===== src/rtl/tagged_argument_stream_decoder_defines.svh =====
// Assertion macros for the decoder RTL.
`ifndef TAGGED_ARGUMENT_STREAM_DECODER_DEFINES_SVH
`define TAGGED_ARGUMENT_STREAM_DECODER_DEFINES_SVH

// Same-cycle implication, sampled on clk, off during reset.
`define TASD_ASSERT_NOW(label, ante, cons, msg) \
    label: assert property (@(posedge clk) disable iff (!rst_n) (ante) |-> (cons)) \
        else $error(msg);

// Next-cycle implication, sampled on clk, off during reset.
`define TASD_ASSERT_NEXT(label, ante, cons, msg) \
    label: assert property (@(posedge clk) disable iff (!rst_n) (ante) |=> (cons)) \
        else $error(msg);

`endif


===== src/rtl/tasd_pkg.sv =====
// Types and constants shared by the tagged argument stream decoder.
`default_nettype none

package tasd_pkg;

    localparam int CHAR_W = 16;
    localparam int INT_W  = 32;

    localparam logic [CHAR_W-1:0] CH_INT   = 16'h0069;  // 'i'
    localparam logic [CHAR_W-1:0] CH_END   = 16'h0073;  // 's'
    localparam logic [CHAR_W-1:0] CH_COLON = 16'h003A;  // ':'
    localparam logic [CHAR_W-1:0] CH_MINUS = 16'h002D;  // '-'
    localparam logic [CHAR_W-1:0] CH_ZERO  = 16'h0030;  // '0'
    localparam logic [CHAR_W-1:0] CH_NINE  = 16'h0039;  // '9'

    localparam logic [INT_W-1:0] INT_POS_MAX = 32'h7FFF_FFFF;
    localparam logic [INT_W-1:0] INT_MAG_CAP = 32'h8000_0000;

    typedef enum logic [2:0] {
        PH_START      = 3'd0,
        PH_LEN        = 3'd1,
        PH_BODY       = 3'd2,
        PH_INT_FIRST  = 3'd3,
        PH_INT_DIGITS = 3'd4,
        PH_LEN_BAD    = 3'd5
    } phase_t;

    typedef enum logic [1:0] {
        KIND_STR_CHAR  = 2'd0,
        KIND_STR_EMPTY = 2'd1,
        KIND_INT       = 2'd2,
        KIND_ERROR     = 2'd3
    } kind_t;

    typedef struct packed {
        logic              valid;
        logic [CHAR_W-1:0] char_code;
    } item_t;

    typedef struct packed {
        kind_t              kind;
        logic [CHAR_W-1:0]  string_char;
        logic               is_last;
        logic signed [INT_W-1:0] int_value;
    } result_t;

    typedef struct packed {
        logic    load;
        result_t res;
    } result_load_t;

endpackage

`default_nettype wire


===== src/rtl/tasd_in_stage.sv =====
// Input register of the decoder: holds one character transaction.
`default_nettype none

module tasd_in_stage
    import tasd_pkg::*;
(
    input  wire logic              clk,
    input  wire logic              rst_n,
    input  wire logic              in_valid,
    input  wire logic [CHAR_W-1:0] char_code,
    input  wire logic              take,
    output logic                   in_stall,
    output item_t                  item
);

    logic              valid_reg;
    logic              valid_next;
    logic [CHAR_W-1:0] char_reg;

    assign in_stall = valid_reg && !take;

    always_comb
    begin
        valid_next = valid_reg;
        if (in_valid && !in_stall)
        begin
            valid_next = 1'b1;
        end
        else if (take)
        begin
            valid_next = 1'b0;
        end
    end

    always_ff @(posedge clk or negedge rst_n)
    begin
        if (!rst_n)
        begin
            valid_reg <= 1'b0;
        end
        else
        begin
            valid_reg <= valid_next;
        end
    end

    always_ff @(posedge clk)
    begin
        if (in_valid && !in_stall)
        begin
            char_reg <= char_code;
        end
    end

    assign item.valid     = valid_reg;
    assign item.char_code = char_reg;

endmodule

`default_nettype wire


===== src/rtl/tasd_parser.sv =====
// Token parser: phase state, length and integer accumulators, result decode.
`default_nettype none

module tasd_parser
    import tasd_pkg::*;
#(
    parameter int LENGTH_BITS = 24,
    parameter int CHAR_BITS   = 16
)
(
    input  wire logic   clk,
    input  wire logic   rst_n,
    input  wire item_t  item,
    input  wire logic   slot_free,
    output logic        take,
    output result_load_t load,
    output phase_t      phase
);

    localparam int CW = (CHAR_BITS < CHAR_W) ? CHAR_BITS : CHAR_W;
    localparam logic [CHAR_W:0] MASK_WIDE = (CHAR_W + 1)'((1 << CW) - 1);
    localparam logic [CHAR_W-1:0] CHAR_MASK = MASK_WIDE[CHAR_W-1:0];

    phase_t                  phase_reg;
    phase_t                  phase_next;
    logic [LENGTH_BITS-1:0]  len_reg;
    logic [LENGTH_BITS-1:0]  len_next;
    logic [LENGTH_BITS-1:0]  rem_reg;
    logic [LENGTH_BITS-1:0]  rem_next;
    logic [INT_W-1:0]        int_reg;
    logic [INT_W-1:0]        int_next;
    logic                    neg_reg;
    logic                    neg_next;

    logic [CHAR_W-1:0]       c;
    logic                    is_dig;
    logic [3:0]              dig;
    logic [LENGTH_BITS+3:0]  len_wide;
    logic                    len_ovf;
    logic [INT_W+3:0]        int_wide;
    logic [INT_W-1:0]        int_sat;
    logic [INT_W-1:0]        int_out;
    logic                    produce;
    result_t                 res;

    assign c      = item.char_code & CHAR_MASK;
    assign is_dig = (c >= CH_ZERO) && (c <= CH_NINE);
    assign dig    = c[3:0];

    // multiply by ten as two shifts and an add
    assign len_wide = ({4'b0, len_reg} << 3) + ({4'b0, len_reg} << 1)
                    + (LENGTH_BITS + 4)'(dig);
    assign len_ovf  = |len_wide[LENGTH_BITS+3:LENGTH_BITS];

    assign int_wide = ({4'b0, int_reg} << 3) + ({4'b0, int_reg} << 1)
                    + (INT_W + 4)'(dig);
    assign int_sat  = (int_wide > {4'b0, INT_MAG_CAP}) ? INT_MAG_CAP : int_wide[INT_W-1:0];

    // magnitude never exceeds 2^31, so bit 31 alone marks positive overflow
    assign int_out = neg_reg ? (INT_W'(0) - int_reg)
                             : (int_reg[INT_W-1] ? INT_POS_MAX : int_reg);

    // result decode
    always_comb
    begin
        produce         = 1'b0;
        res.kind        = KIND_ERROR;
        res.string_char = '0;
        res.is_last     = 1'b0;
        res.int_value   = '0;
        case (phase_reg)
            PH_START:
            begin
                if ((c != CH_INT) && !is_dig)
                begin
                    produce = 1'b1;
                end
            end
            PH_LEN:
            begin
                if (is_dig)
                begin
                    produce = len_ovf;
                end
                else if (c == CH_COLON)
                begin
                    if (len_reg == '0)
                    begin
                        produce  = 1'b1;
                        res.kind = KIND_STR_EMPTY;
                    end
                end
                else
                begin
                    produce = 1'b1;
                end
            end
            PH_BODY:
            begin
                produce         = 1'b1;
                res.kind        = KIND_STR_CHAR;
                res.string_char = c;
                res.is_last     = (rem_reg <= LENGTH_BITS'(1));
            end
            PH_INT_FIRST, PH_INT_DIGITS:
            begin
                if (!is_dig && !((phase_reg == PH_INT_FIRST) && (c == CH_MINUS)))
                begin
                    produce = 1'b1;
                    if (c == CH_END)
                    begin
                        res.kind      = KIND_INT;
                        res.int_value = int_out;
                    end
                end
            end
            default:
            begin
                produce = 1'b0;
            end
        endcase
    end

    // next state
    always_comb
    begin
        phase_next = phase_reg;
        len_next   = len_reg;
        rem_next   = rem_reg;
        int_next   = int_reg;
        neg_next   = neg_reg;
        case (phase_reg)
            PH_START:
            begin
                if (c == CH_INT)
                begin
                    int_next   = '0;
                    neg_next   = 1'b0;
                    phase_next = PH_INT_FIRST;
                end
                else if (is_dig)
                begin
                    len_next   = LENGTH_BITS'(dig);
                    phase_next = PH_LEN;
                end
            end
            PH_LEN:
            begin
                if (is_dig)
                begin
                    if (len_ovf)
                    begin
                        len_next   = '0;
                        phase_next = PH_LEN_BAD;
                    end
                    else
                    begin
                        len_next = len_wide[LENGTH_BITS-1:0];
                    end
                end
                else if (c == CH_COLON)
                begin
                    if (len_reg == '0)
                    begin
                        phase_next = PH_START;
                    end
                    else
                    begin
                        rem_next   = len_reg;
                        len_next   = '0;
                        phase_next = PH_BODY;
                    end
                end
                else
                begin
                    len_next   = '0;
                    phase_next = PH_START;
                end
            end
            PH_BODY:
            begin
                if (rem_reg != '0)
                begin
                    rem_next = rem_reg - LENGTH_BITS'(1);
                end
                if (rem_reg <= LENGTH_BITS'(1))
                begin
                    phase_next = PH_START;
                end
            end
            PH_INT_FIRST, PH_INT_DIGITS:
            begin
                if ((phase_reg == PH_INT_FIRST) && (c == CH_MINUS))
                begin
                    neg_next   = 1'b1;
                    phase_next = PH_INT_DIGITS;
                end
                else if (is_dig)
                begin
                    int_next   = int_sat;
                    phase_next = PH_INT_DIGITS;
                end
                else
                begin
                    phase_next = PH_START;
                end
            end
            PH_LEN_BAD:
            begin
                if (!is_dig)
                begin
                    phase_next = PH_START;
                end
            end
            default:
            begin
                phase_next = PH_START;
            end
        endcase
    end

    // an item with no result moves on even while the result slot is full
    assign take = item.valid && (slot_free || !produce);

    always_ff @(posedge clk or negedge rst_n)
    begin
        if (!rst_n)
        begin
            phase_reg <= PH_START;
            len_reg   <= '0;
            rem_reg   <= '0;
            int_reg   <= '0;
            neg_reg   <= 1'b0;
        end
        else if (take)
        begin
            phase_reg <= phase_next;
            len_reg   <= len_next;
            rem_reg   <= rem_next;
            int_reg   <= int_next;
            neg_reg   <= neg_next;
        end
    end

    assign load.load = take && produce;
    assign load.res  = res;
    assign phase     = phase_reg;

endmodule

`default_nettype wire


===== src/rtl/tasd_out_stage.sv =====
// Result register of the decoder: holds one token transaction for the sink.
`default_nettype none

module tasd_out_stage
    import tasd_pkg::*;
(
    input  wire logic         clk,
    input  wire logic         rst_n,
    input  wire result_load_t load,
    input  wire logic         out_stall,
    output logic              slot_free,
    output logic              out_valid,
    output result_t           res
);

    logic    valid_reg;
    logic    valid_next;
    result_t res_reg;

    assign slot_free = !valid_reg || !out_stall;

    always_comb
    begin
        valid_next = valid_reg;
        if (load.load)
        begin
            valid_next = 1'b1;
        end
        else if (!out_stall)
        begin
            valid_next = 1'b0;
        end
    end

    always_ff @(posedge clk or negedge rst_n)
    begin
        if (!rst_n)
        begin
            valid_reg <= 1'b0;
        end
        else
        begin
            valid_reg <= valid_next;
        end
    end

    always_ff @(posedge clk)
    begin
        if (load.load)
        begin
            res_reg <= load.res;
        end
    end

    assign out_valid = valid_reg;
    assign res       = res_reg;

endmodule

`default_nettype wire


===== src/rtl/tagged_argument_stream_decoder.sv =====
// From input transaction to result: input register, then result register.
// Throughput: one character per cycle unless a character with a token meets a
//   stalled, full result register; the parser's phase and accumulator update sets this rate.
// A character that yields no token still moves on while the result is stalled.
// Reset (rst_n low, asynchronous): parser at token start, accumulators cleared,
//   input and result registers empty.
`default_nettype none

`include "tagged_argument_stream_decoder_defines.svh"

module tagged_argument_stream_decoder
    import tasd_pkg::*;
#(
    parameter int LENGTH_BITS = 24,   // string length field width, 8 to 32
    parameter int CHAR_BITS   = 16    // significant bits of a character, 8 to 32
)
(
    input  wire logic                     clk,
    input  wire logic                     rst_n,
    input  wire logic                     in_valid,
    output logic                          in_stall,
    input  wire logic [CHAR_W-1:0]        char_code,
    output logic                          out_valid,
    input  wire logic                     out_stall,
    output logic [1:0]                    token_kind,
    output logic [CHAR_W-1:0]             string_char,
    output logic                          is_last_char,
    output logic signed [INT_W-1:0]       int_value
);

    item_t        item;
    logic         take;
    logic         slot_free;
    result_load_t load;
    phase_t       phase;
    result_t      res;

    // Input register: one character transaction waiting for the parser.
    tasd_in_stage u_in
    (
        .clk       (clk),
        .rst_n     (rst_n),
        .in_valid  (in_valid),
        .char_code (char_code),
        .take      (take),
        .in_stall  (in_stall),
        .item      (item)
    );

    // Parser: one character per cycle unless its token meets a stalled, full result slot; state advances on take.
    tasd_parser #(
        .LENGTH_BITS (LENGTH_BITS),
        .CHAR_BITS   (CHAR_BITS)
    ) u_parser
    (
        .clk       (clk),
        .rst_n     (rst_n),
        .item      (item),
        .slot_free (slot_free),
        .take      (take),
        .load      (load),
        .phase     (phase)
    );

    // Result register: decouples the sink's stall from the parser.
    tasd_out_stage u_out
    (
        .clk       (clk),
        .rst_n     (rst_n),
        .load      (load),
        .out_stall (out_stall),
        .slot_free (slot_free),
        .out_valid (out_valid),
        .res       (res)
    );

    assign token_kind   = res.kind;
    assign string_char  = res.string_char;
    assign is_last_char = res.is_last;
    assign int_value    = res.int_value;

    // The last character of a string body sends the parser back to token start.
    `TASD_ASSERT_NEXT(a_last_ends_body, load.load && load.res.is_last, phase == PH_START, "last string char did not return to token start")

    // Only string-character tokens carry a character or a last mark.
    `TASD_ASSERT_NOW(a_char_only_str, out_valid && (token_kind != KIND_STR_CHAR), (string_char == '0) && !is_last_char, "char field set on non-string token")

    // Only integer tokens carry a value.
    `TASD_ASSERT_NOW(a_value_only_int, out_valid && (token_kind != KIND_INT), int_value == '0, "value set on non-integer token")

    // A result is never loaded into a full, stalled result register.
    `TASD_ASSERT_NOW(a_no_overwrite, load.load, !out_valid || !out_stall, "result overwritten while stalled")

endmodule

`default_nettype wire


===== config.mk =====
export PLATFORM = sky130hd
export DESIGN_NAME = tagged_argument_stream_decoder
export DESIGN_NICKNAME = d
export VERILOG_FILES = /design/src/rtl/tasd_pkg.sv /design/src/rtl/tasd_in_stage.sv /design/src/rtl/tasd_parser.sv /design/src/rtl/tasd_out_stage.sv /design/src/rtl/tagged_argument_stream_decoder.sv
export VERILOG_INCLUDE_DIRS = /design/src /design/src/rtl
export SDC_FILE = /design/constraint.sdc
export NUM_CORES = 1
export LEC_CHECK = 0
export ABC_AREA = 1
export BUFFER_PORTS_ARGS = -buffer_cell sky130_fd_sc_hd__buf_2
export CAP_MARGIN = 20
export CELL_PAD_IN_SITES_DETAIL_PLACEMENT = 1
export CELL_PAD_IN_SITES_GLOBAL_PLACEMENT = 2
export CORE_MARGIN = 2
export CORE_UTILIZATION = 36
export DETAILED_ROUTE_END_ITERATION = 12
export MAX_ROUTING_LAYER = met4
export PLACE_DENSITY = 0.84
export RECOVER_POWER = 25
export SLEW_MARGIN = 20
export SYNTH_ARGS = -nofsm -noshare
export SYNTH_HDL_FRONTEND = slang
export SYNTH_HIERARCHICAL = 1
export SYNTH_SLANG_ARGS = --single-unit

===== constraint.sdc =====
create_clock -name clk -period 5.9 [get_ports clk]
set_input_delay 0.295 -clock clk [delete_from_list [all_inputs] [get_ports clk]]
set_output_delay 0.295 -clock clk [all_outputs]
set_load 0.005 [all_outputs]

==> results of run 1 <==
==> worst paths after layout <==
check | from | end | depth (start not counted)
max in group asynchronous | rst_n | u_parser/int_reg[28] | 3
min in group asynchronous | rst_n | u_parser/rem_reg[16] | 2
worst min register to register | u_parser/rem_reg[1] | u_parser/rem_reg[1] | 2
worst max-delay path | u_in/char_reg[3] | u_out/res[25] | 21
worst min-delay path | char_code[4] | u_in/char_reg[4] | 1
worst max register to register | u_in/char_reg[3] | u_out/res[25] | 21
==> placed cells by master (no fill, tap or decap), drive strengths merged, types with 43 or more instances in the layout <==
| master | instances |
|---|---|
| o21ai | 56 |
| clkbuf | 43 |
| ha | 114 |
| edfxtp | 67 |
| buf | 55 |
| a21oi | 115 |
| dfrtp | 86 |
| nand3 | 133 |
| nor2 | 218 |
| nand2 | 681 |
| inv | 314 |
==> power groups by stage <==
stage	Sequential, mW	Combinational, mW	Clock [mW]
2_1_floorplan	1.44	0.649	0
3_3_place_gp	1.44	0.959	0
3_5_place_dp	1.45	0.993	0
4_1_cts	1.43	0.997	1.05
5_1_grt	1.45	1.11	1.09
6_report	1.43	0.984	1.02
==> per-layer routing <==
metal  vias to the layer above  wire length (µm)  GRT usage, %
met5                         -                 0             -
met4                         0               439          4.71
met3                        29              1180          2.20
met2                       170             18600          35.0
met1                      6239             23800          35.9
li1                       6504                 -             -
==> repair_timing <==
action                     CTS  global route
hold buffers                 1             0
setup endpoints to repair    0             0
hold endpoints to repair    42             0
==> stage by stage <==
step / cells / hold WS [ps]
final: 2536 / 32.6
after global routing: 2535 / 22.7
after CTS: 2535 / 11.2
after detailed placement: 2502 / 345
after global placement: 2502 / 331
after floorplan: 1997 / -0.591
==> critical path: cells and delay by family (launching register included) <==
| kind | cells | cell delay (ps) |
|---|---|---|
| flip-flops | 1 | 430 |
| buffers and inverters | 5 | 1510 |
| AO/OA/AOI/OAI | 1 | 220 |
| adder cells (fa/ha/maj) | 2 | 900 |
| AND/OR/NAND/NOR | 13 | 1330 |
==> area by class of cell <==
cell class | instances | share of cell area [%]
multi-input cells | 1487 | 53.3
flip-flops and latches | 153 | 28.3
inverters | 314 | 8.02
well taps | 468 | 3.98
clock buffers | 18 | 2.91
repair buffers | 81 | 2.71
clock inverters | 14 | 0.782
diodes | 1 | 0.0170
==> cell families after synthesis <==
kind of cell | share of synthesized area [%]
xor gates and xnor gates | 1.96
DFF | 31.0
AOI/OAI and AO/OA | 8.85
adders and majority gates | 11.2
and+or+nand+nor | 36.3
buffers and inverters | 10.7
==> flow_metrics.env, run 1 <==
export IMPL_grt_max_degree=55
export IMPL_rsz0062_at_grt="false"
export IMPL_largest_register_ffs=51
export IMPL_fin_setup_tns_ps=0
export IMPL_crit_arrival_ps=4870
export IMPL_maxSlewHeadroom_pct=-62.8
export IMPL_violations="max-capacitance violations, max-slew violations"
export IMPL_grt_pass1_vias=13007
export IMPL_place_area_mm2=0.0142
export IMPL_worstSetupEndpointType="flop"
export IMPL_hp_class="in2reg"
export IMPL_syn_num_nets=2135
export IMPL_cts_setup_buffers=0
export IMPL_crit_top_cell="nand2_1"
export IMPL_ff2ff_setup_slack_ps=1140
export IMPL_cp_start_kind="flop"
export IMPL_cpMaxStageDelayCell="fa_1"
export IMPL_powerDensity_mw_per_mm2=233
export IMPL_status="finished with violations"
export IMPL_clock_path_buffers=2
export IMPL_globalRouteTotalUtil_pct=23.9
export IMPL_setup_viol=0
export IMPL_cts_sinks=153
export IMPL_dieArea_mm2=0.0389
export IMPL_timing_final_ws_setup_ps=1140
export IMPL_yosysTopAreaCell="nand2_1"
export IMPL_avgSynthCellArea_um2=6.73
export IMPL_finalMaxSlewViolations=44
export IMPL_chipWidth_um=197
export IMPL_drt_initial_drc_count=587
export IMPL_synth_top_cells_by_count="666 x nand2_1, 298 x inv_1, 199 x nor2_1, 127 x nand3_1, 114 x ha_1"
export IMPL_pre_cts_ws_ps=1140
export IMPL_p_int_mw=2.16
export IMPL_leakage_nw=7.95
export IMPL_fillers=4789
export IMPL_final_util_pct=40.1
export IMPL_drt_wl_total_um=44000
export IMPL_p_sw_share_pct=37.1
export IMPL_drc=0
export IMPL_synth_edf_count=67
export IMPL_drive_gt1_share_pct=8.61
export IMPL_crit_chain="inv_2 -> fa_1 -> fa_1 -> inv_1 -> nand2_1 -> nand2_1 -> nand2_1 -> o21bai_2 -> nand2_1 -> nand4_1 -> nand2_1 -> nor2_1 -> nand2_1 -> nand3_1 -> nand2_1 -> nand2_4 -> nand2_4 -> inv_4 -> nand2_1 -> inv_2 -> buf_4"
export IMPL_nNetsFinal=2192
export IMPL_cts_buffers_inserted=17
export IMPL_antenna_found_initial=0
export IMPL_vias=12942
export IMPL_viasPerCell=5.10
export IMPL_cts_root_buf="clkbuf_16"
export IMPL_synthTopCellsByArea="nand2_1 19%, dfrtp_1 16%, edfxtp_1 15%, ha_1 11%, inv_1 8.3%"
export IMPL_core_region_area_mm2=0.0367
export IMPL_overflow=0
export IMPL_pwr_share_seq_pct=41.6
export IMPL_synthCells=1997
export IMPL_grt_pass1_wl_um=71100
export IMPL_initial_utilization_pct=36.6
export IMPL_crit_required_ps=6010
export IMPL_clkTransAtPathRegs_ps=60
export IMPL_stdcell_area_mm2=0.0147
export IMPL_row_count=70
export IMPL_power_share_clock_pct=29.8
export IMPL_drt_wirelength_per_cell_um=17.3
export IMPL_clock_fmax_mhz=210
export IMPL_ys_warnings_count=6
export IMPL_multi_input_area_mm2=0.00785
export IMPL_crit_type="reg2reg"
export IMPL_drtAntennaViolNets=0
export IMPL_yosys_area_top_type_share_pct=18.6
export IMPL_finClkSkew_ps=9.05
export IMPL_synth_most_common_cell="nand2_1"
export IMPL_htreeDepth=4
export IMPL_ys_types=57
export IMPL_gp_congestion=0.866
export IMPL_ys_async_sr_fraction_pct=56.2
export IMPL_p_switching_mw=1.28
export IMPL_period_share_pct=80.6
export IMPL_cts_tree="done"
export IMPL_p_total_mw=3.44
export IMPL_seq_area_frac_synth_pct=31.0
export IMPL_synth_seq_cells=153
export IMPL_pwr_share_comb_pct=28.6
export IMPL_slowest_delay_ps=470
export IMPL_max_cap_violations=1
export IMPL_hpwlAfterDp_um=35700
export IMPL_regArea_mm2=0.00416
export IMPL_portBuffers=72
export IMPL_synth_area_mm2=0.0134
export IMPL_period_needed_ps=4760
export IMPL_tightest_slew_ps=2440
export IMPL_io_pins=73
export IMPL_dr_pass1_iters=5
export IMPL_critPathMaxFanout=54
export IMPL_cts_resized=0
export IMPL_die_h_um=197
export IMPL_ir_drop_uv=168
export IMPL_yosys_most_used_dff="dfrtp_1"
export IMPL_clk_latency_ps=440
export IMPL_finalHoldViolations=0
export IMPL_area_growth_pct=9.64
(Power assumes the default switching activity.)
==> run 2, diff against run 1 <==
clock period = 4.78 ns   (was 5.9 ns; I/O delays follow)
==> flow_metrics.env, run 2 (synthesized netlist as in run 1, its figures left out) <==
export IMPL_status="finished with violations"
export IMPL_violations="max-capacitance violations, max-slew violations"
export IMPL_final_util_pct=40.8
export IMPL_drive_gt1_share_pct=8.13
export IMPL_ir_drop_uv=247
export IMPL_leakage_nw=8.05
export IMPL_antenna_found_initial=0
export IMPL_vias=12983
export IMPL_grt_max_degree=58
export IMPL_viasPerCell=5.08
export IMPL_cts_buffers_inserted=17
export IMPL_clock_path_buffers=2
export IMPL_cts_sinks=153
export IMPL_dieArea_mm2=0.0389
export IMPL_tightest_slew_ps=1720
export IMPL_drt_wirelength_per_cell_um=17.2
export IMPL_cp_start_kind="flop"
export IMPL_clkTransAtPathRegs_ps=70
export IMPL_grt_pass1_vias=13036
export IMPL_die_h_um=197
export IMPL_core_region_area_mm2=0.0367
export IMPL_crit_type="reg2reg"
export IMPL_hpwlAfterDp_um=35200
export IMPL_clock_fmax_mhz=239
export IMPL_chipWidth_um=197
export IMPL_cts_tree="done"
export IMPL_grt_pass1_wl_um=70400
export IMPL_worstSetupEndpointType="flop"
export IMPL_fillers=4809
export IMPL_finalMaxSlewViolations=31
export IMPL_stdcell_area_mm2=0.0150
export IMPL_powerDensity_mw_per_mm2=293
export IMPL_hp_class="in2reg"
export IMPL_setup_viol=0
export IMPL_row_count=70
export IMPL_period_needed_ps=4180
export IMPL_regArea_mm2=0.00416
export IMPL_portBuffers=72
export IMPL_drtAntennaViolNets=0
export IMPL_crit_required_ps=5110
export IMPL_max_cap_violations=1
export IMPL_crit_arrival_ps=4500
export IMPL_cts_root_buf="clkbuf_16"
export IMPL_period_share_pct=87.4
export IMPL_finClkSkew_ps=9.29
export IMPL_largest_register_ffs=51
export IMPL_cts_resized=0
export IMPL_final_cell_mix="666 x nand2_1, 297 x inv_1, 198 x nor2_1"
export IMPL_gp_congestion=0.841
export IMPL_clk_latency_ps=440
export IMPL_nNetsFinal=2215
export IMPL_pre_cts_ws_ps=617
export IMPL_drc=0
export IMPL_critPathMaxFanout=36
export IMPL_area_growth_pct=11.5
export IMPL_multi_input_area_mm2=0.00784
export IMPL_htreeDepth=4
export IMPL_timing_final_ws_setup_ps=604
export IMPL_io_pins=73
export IMPL_drt_initial_drc_count=667
export IMPL_fin_setup_tns_ps=0
export IMPL_maxSlewHeadroom_pct=-14.4
export IMPL_overflow=0
export IMPL_initial_utilization_pct=36.6
export IMPL_diodes=0
export IMPL_drt_wl_total_um=43900
export IMPL_globalRouteTotalUtil_pct=23.7
export IMPL_place_area_mm2=0.0143
export IMPL_p_total_mw=4.39
export IMPL_dr_pass1_iters=5
export IMPL_rsz0062_at_grt="false"
export IMPL_finalHoldViolations=0
export IMPL_layout_commonest_cell="nand2_1"
run 2: layout make-up:
class | instances | area share, %
Multi-Input combinational cell | 1487 | 52.4
Sequential cell | 153 | 27.8
Inverter | 314 | 7.89
Timing Repair Buffer | 104 | 4.03
Tap cell | 468 | 3.91
Clock buffer | 17 | 2.84
Clock inverter | 15 | 1.18
run 2: what timing repair did:
| action | in CTS | in global routing |
|---|---|---|
| buffers inserted | 0 | 0 |
| hold buffers | 17 | 0 |
| hold endpoints to repair | 45 | 0 |
run 2: path summary, 6_finish.rpt:
check | slack, ps | startpoint | endpoint | cells past startpoint
hold reg to reg | 510 | u_parser/len_reg[2] | u_parser/len_reg[2] | 2
hold / removal | 60 | in_valid | u_in/valid_reg | 3
setup / recovery | 600 | u_in/char_reg[2] | u_parser/rem_reg[9] | 23
min in group asynchronous | 790 | rst_n | u_parser/rem_reg[17] | 2
max in group asynchronous | 2420 | rst_n | u_parser/int_reg[24] | 3
setup reg to reg | 600 | u_in/char_reg[2] | u_parser/rem_reg[9] | 23
run 2: where the power goes:
| part | total (mW) | internal, mW | leakage (nW) | switching [mW] |
|---|---|---|---|---|
| clock network | 1.39 | 0.790 | 0.297 | 0.599 |
| logic | 1.23 | 0.372 | 5.91 | 0.860 |
| registers | 1.77 | 1.64 | 1.84 | 0.133 |
run 2: layer usage:
layer | vias up | GRT usage, % | wire (µm) | share of wire [%]
met3 | 21 | 2.25 | 1480 | 3.4
met4 | 0 | 3.98 | 338 | 0.77
met1 | 6210 | 35.7 | 24100 | 55
met5 | - | - | 0 | 0
li1 | 6527 | - | - | -
met2 | 225 | 34.5 | 18000 | 41
run 2: per-stage QoR:
stage | cells | hold WS (ps)
after global placement | 2509 | 196
after CTS | 2558 | 33.5
after floorplan | 1997 | -56.6
final | 2558 | 59.3
after global routing | 2558 | 61.5
after detailed placement | 2509 | 209
run 2: worst max-delay path: stages (launching register included):
cell and delay (ps):
edfxtp_1 500, ha_1 330, ha_1 270, inv_1 80, fa_1 350, inv_1 70
nand2_1 60, nand2_1 80, nand2_1 90, o21bai_2 200, nand2_1 100, nand4_1 100
nand2_1 70, nor2_1 110, nand2_1 120, nand3_1 120, nand2_1 110, nand2_4 110
nand2_4 60, inv_4 190, buf_4 430, nand2_4 280, nand2_1 140, nand2_1 60
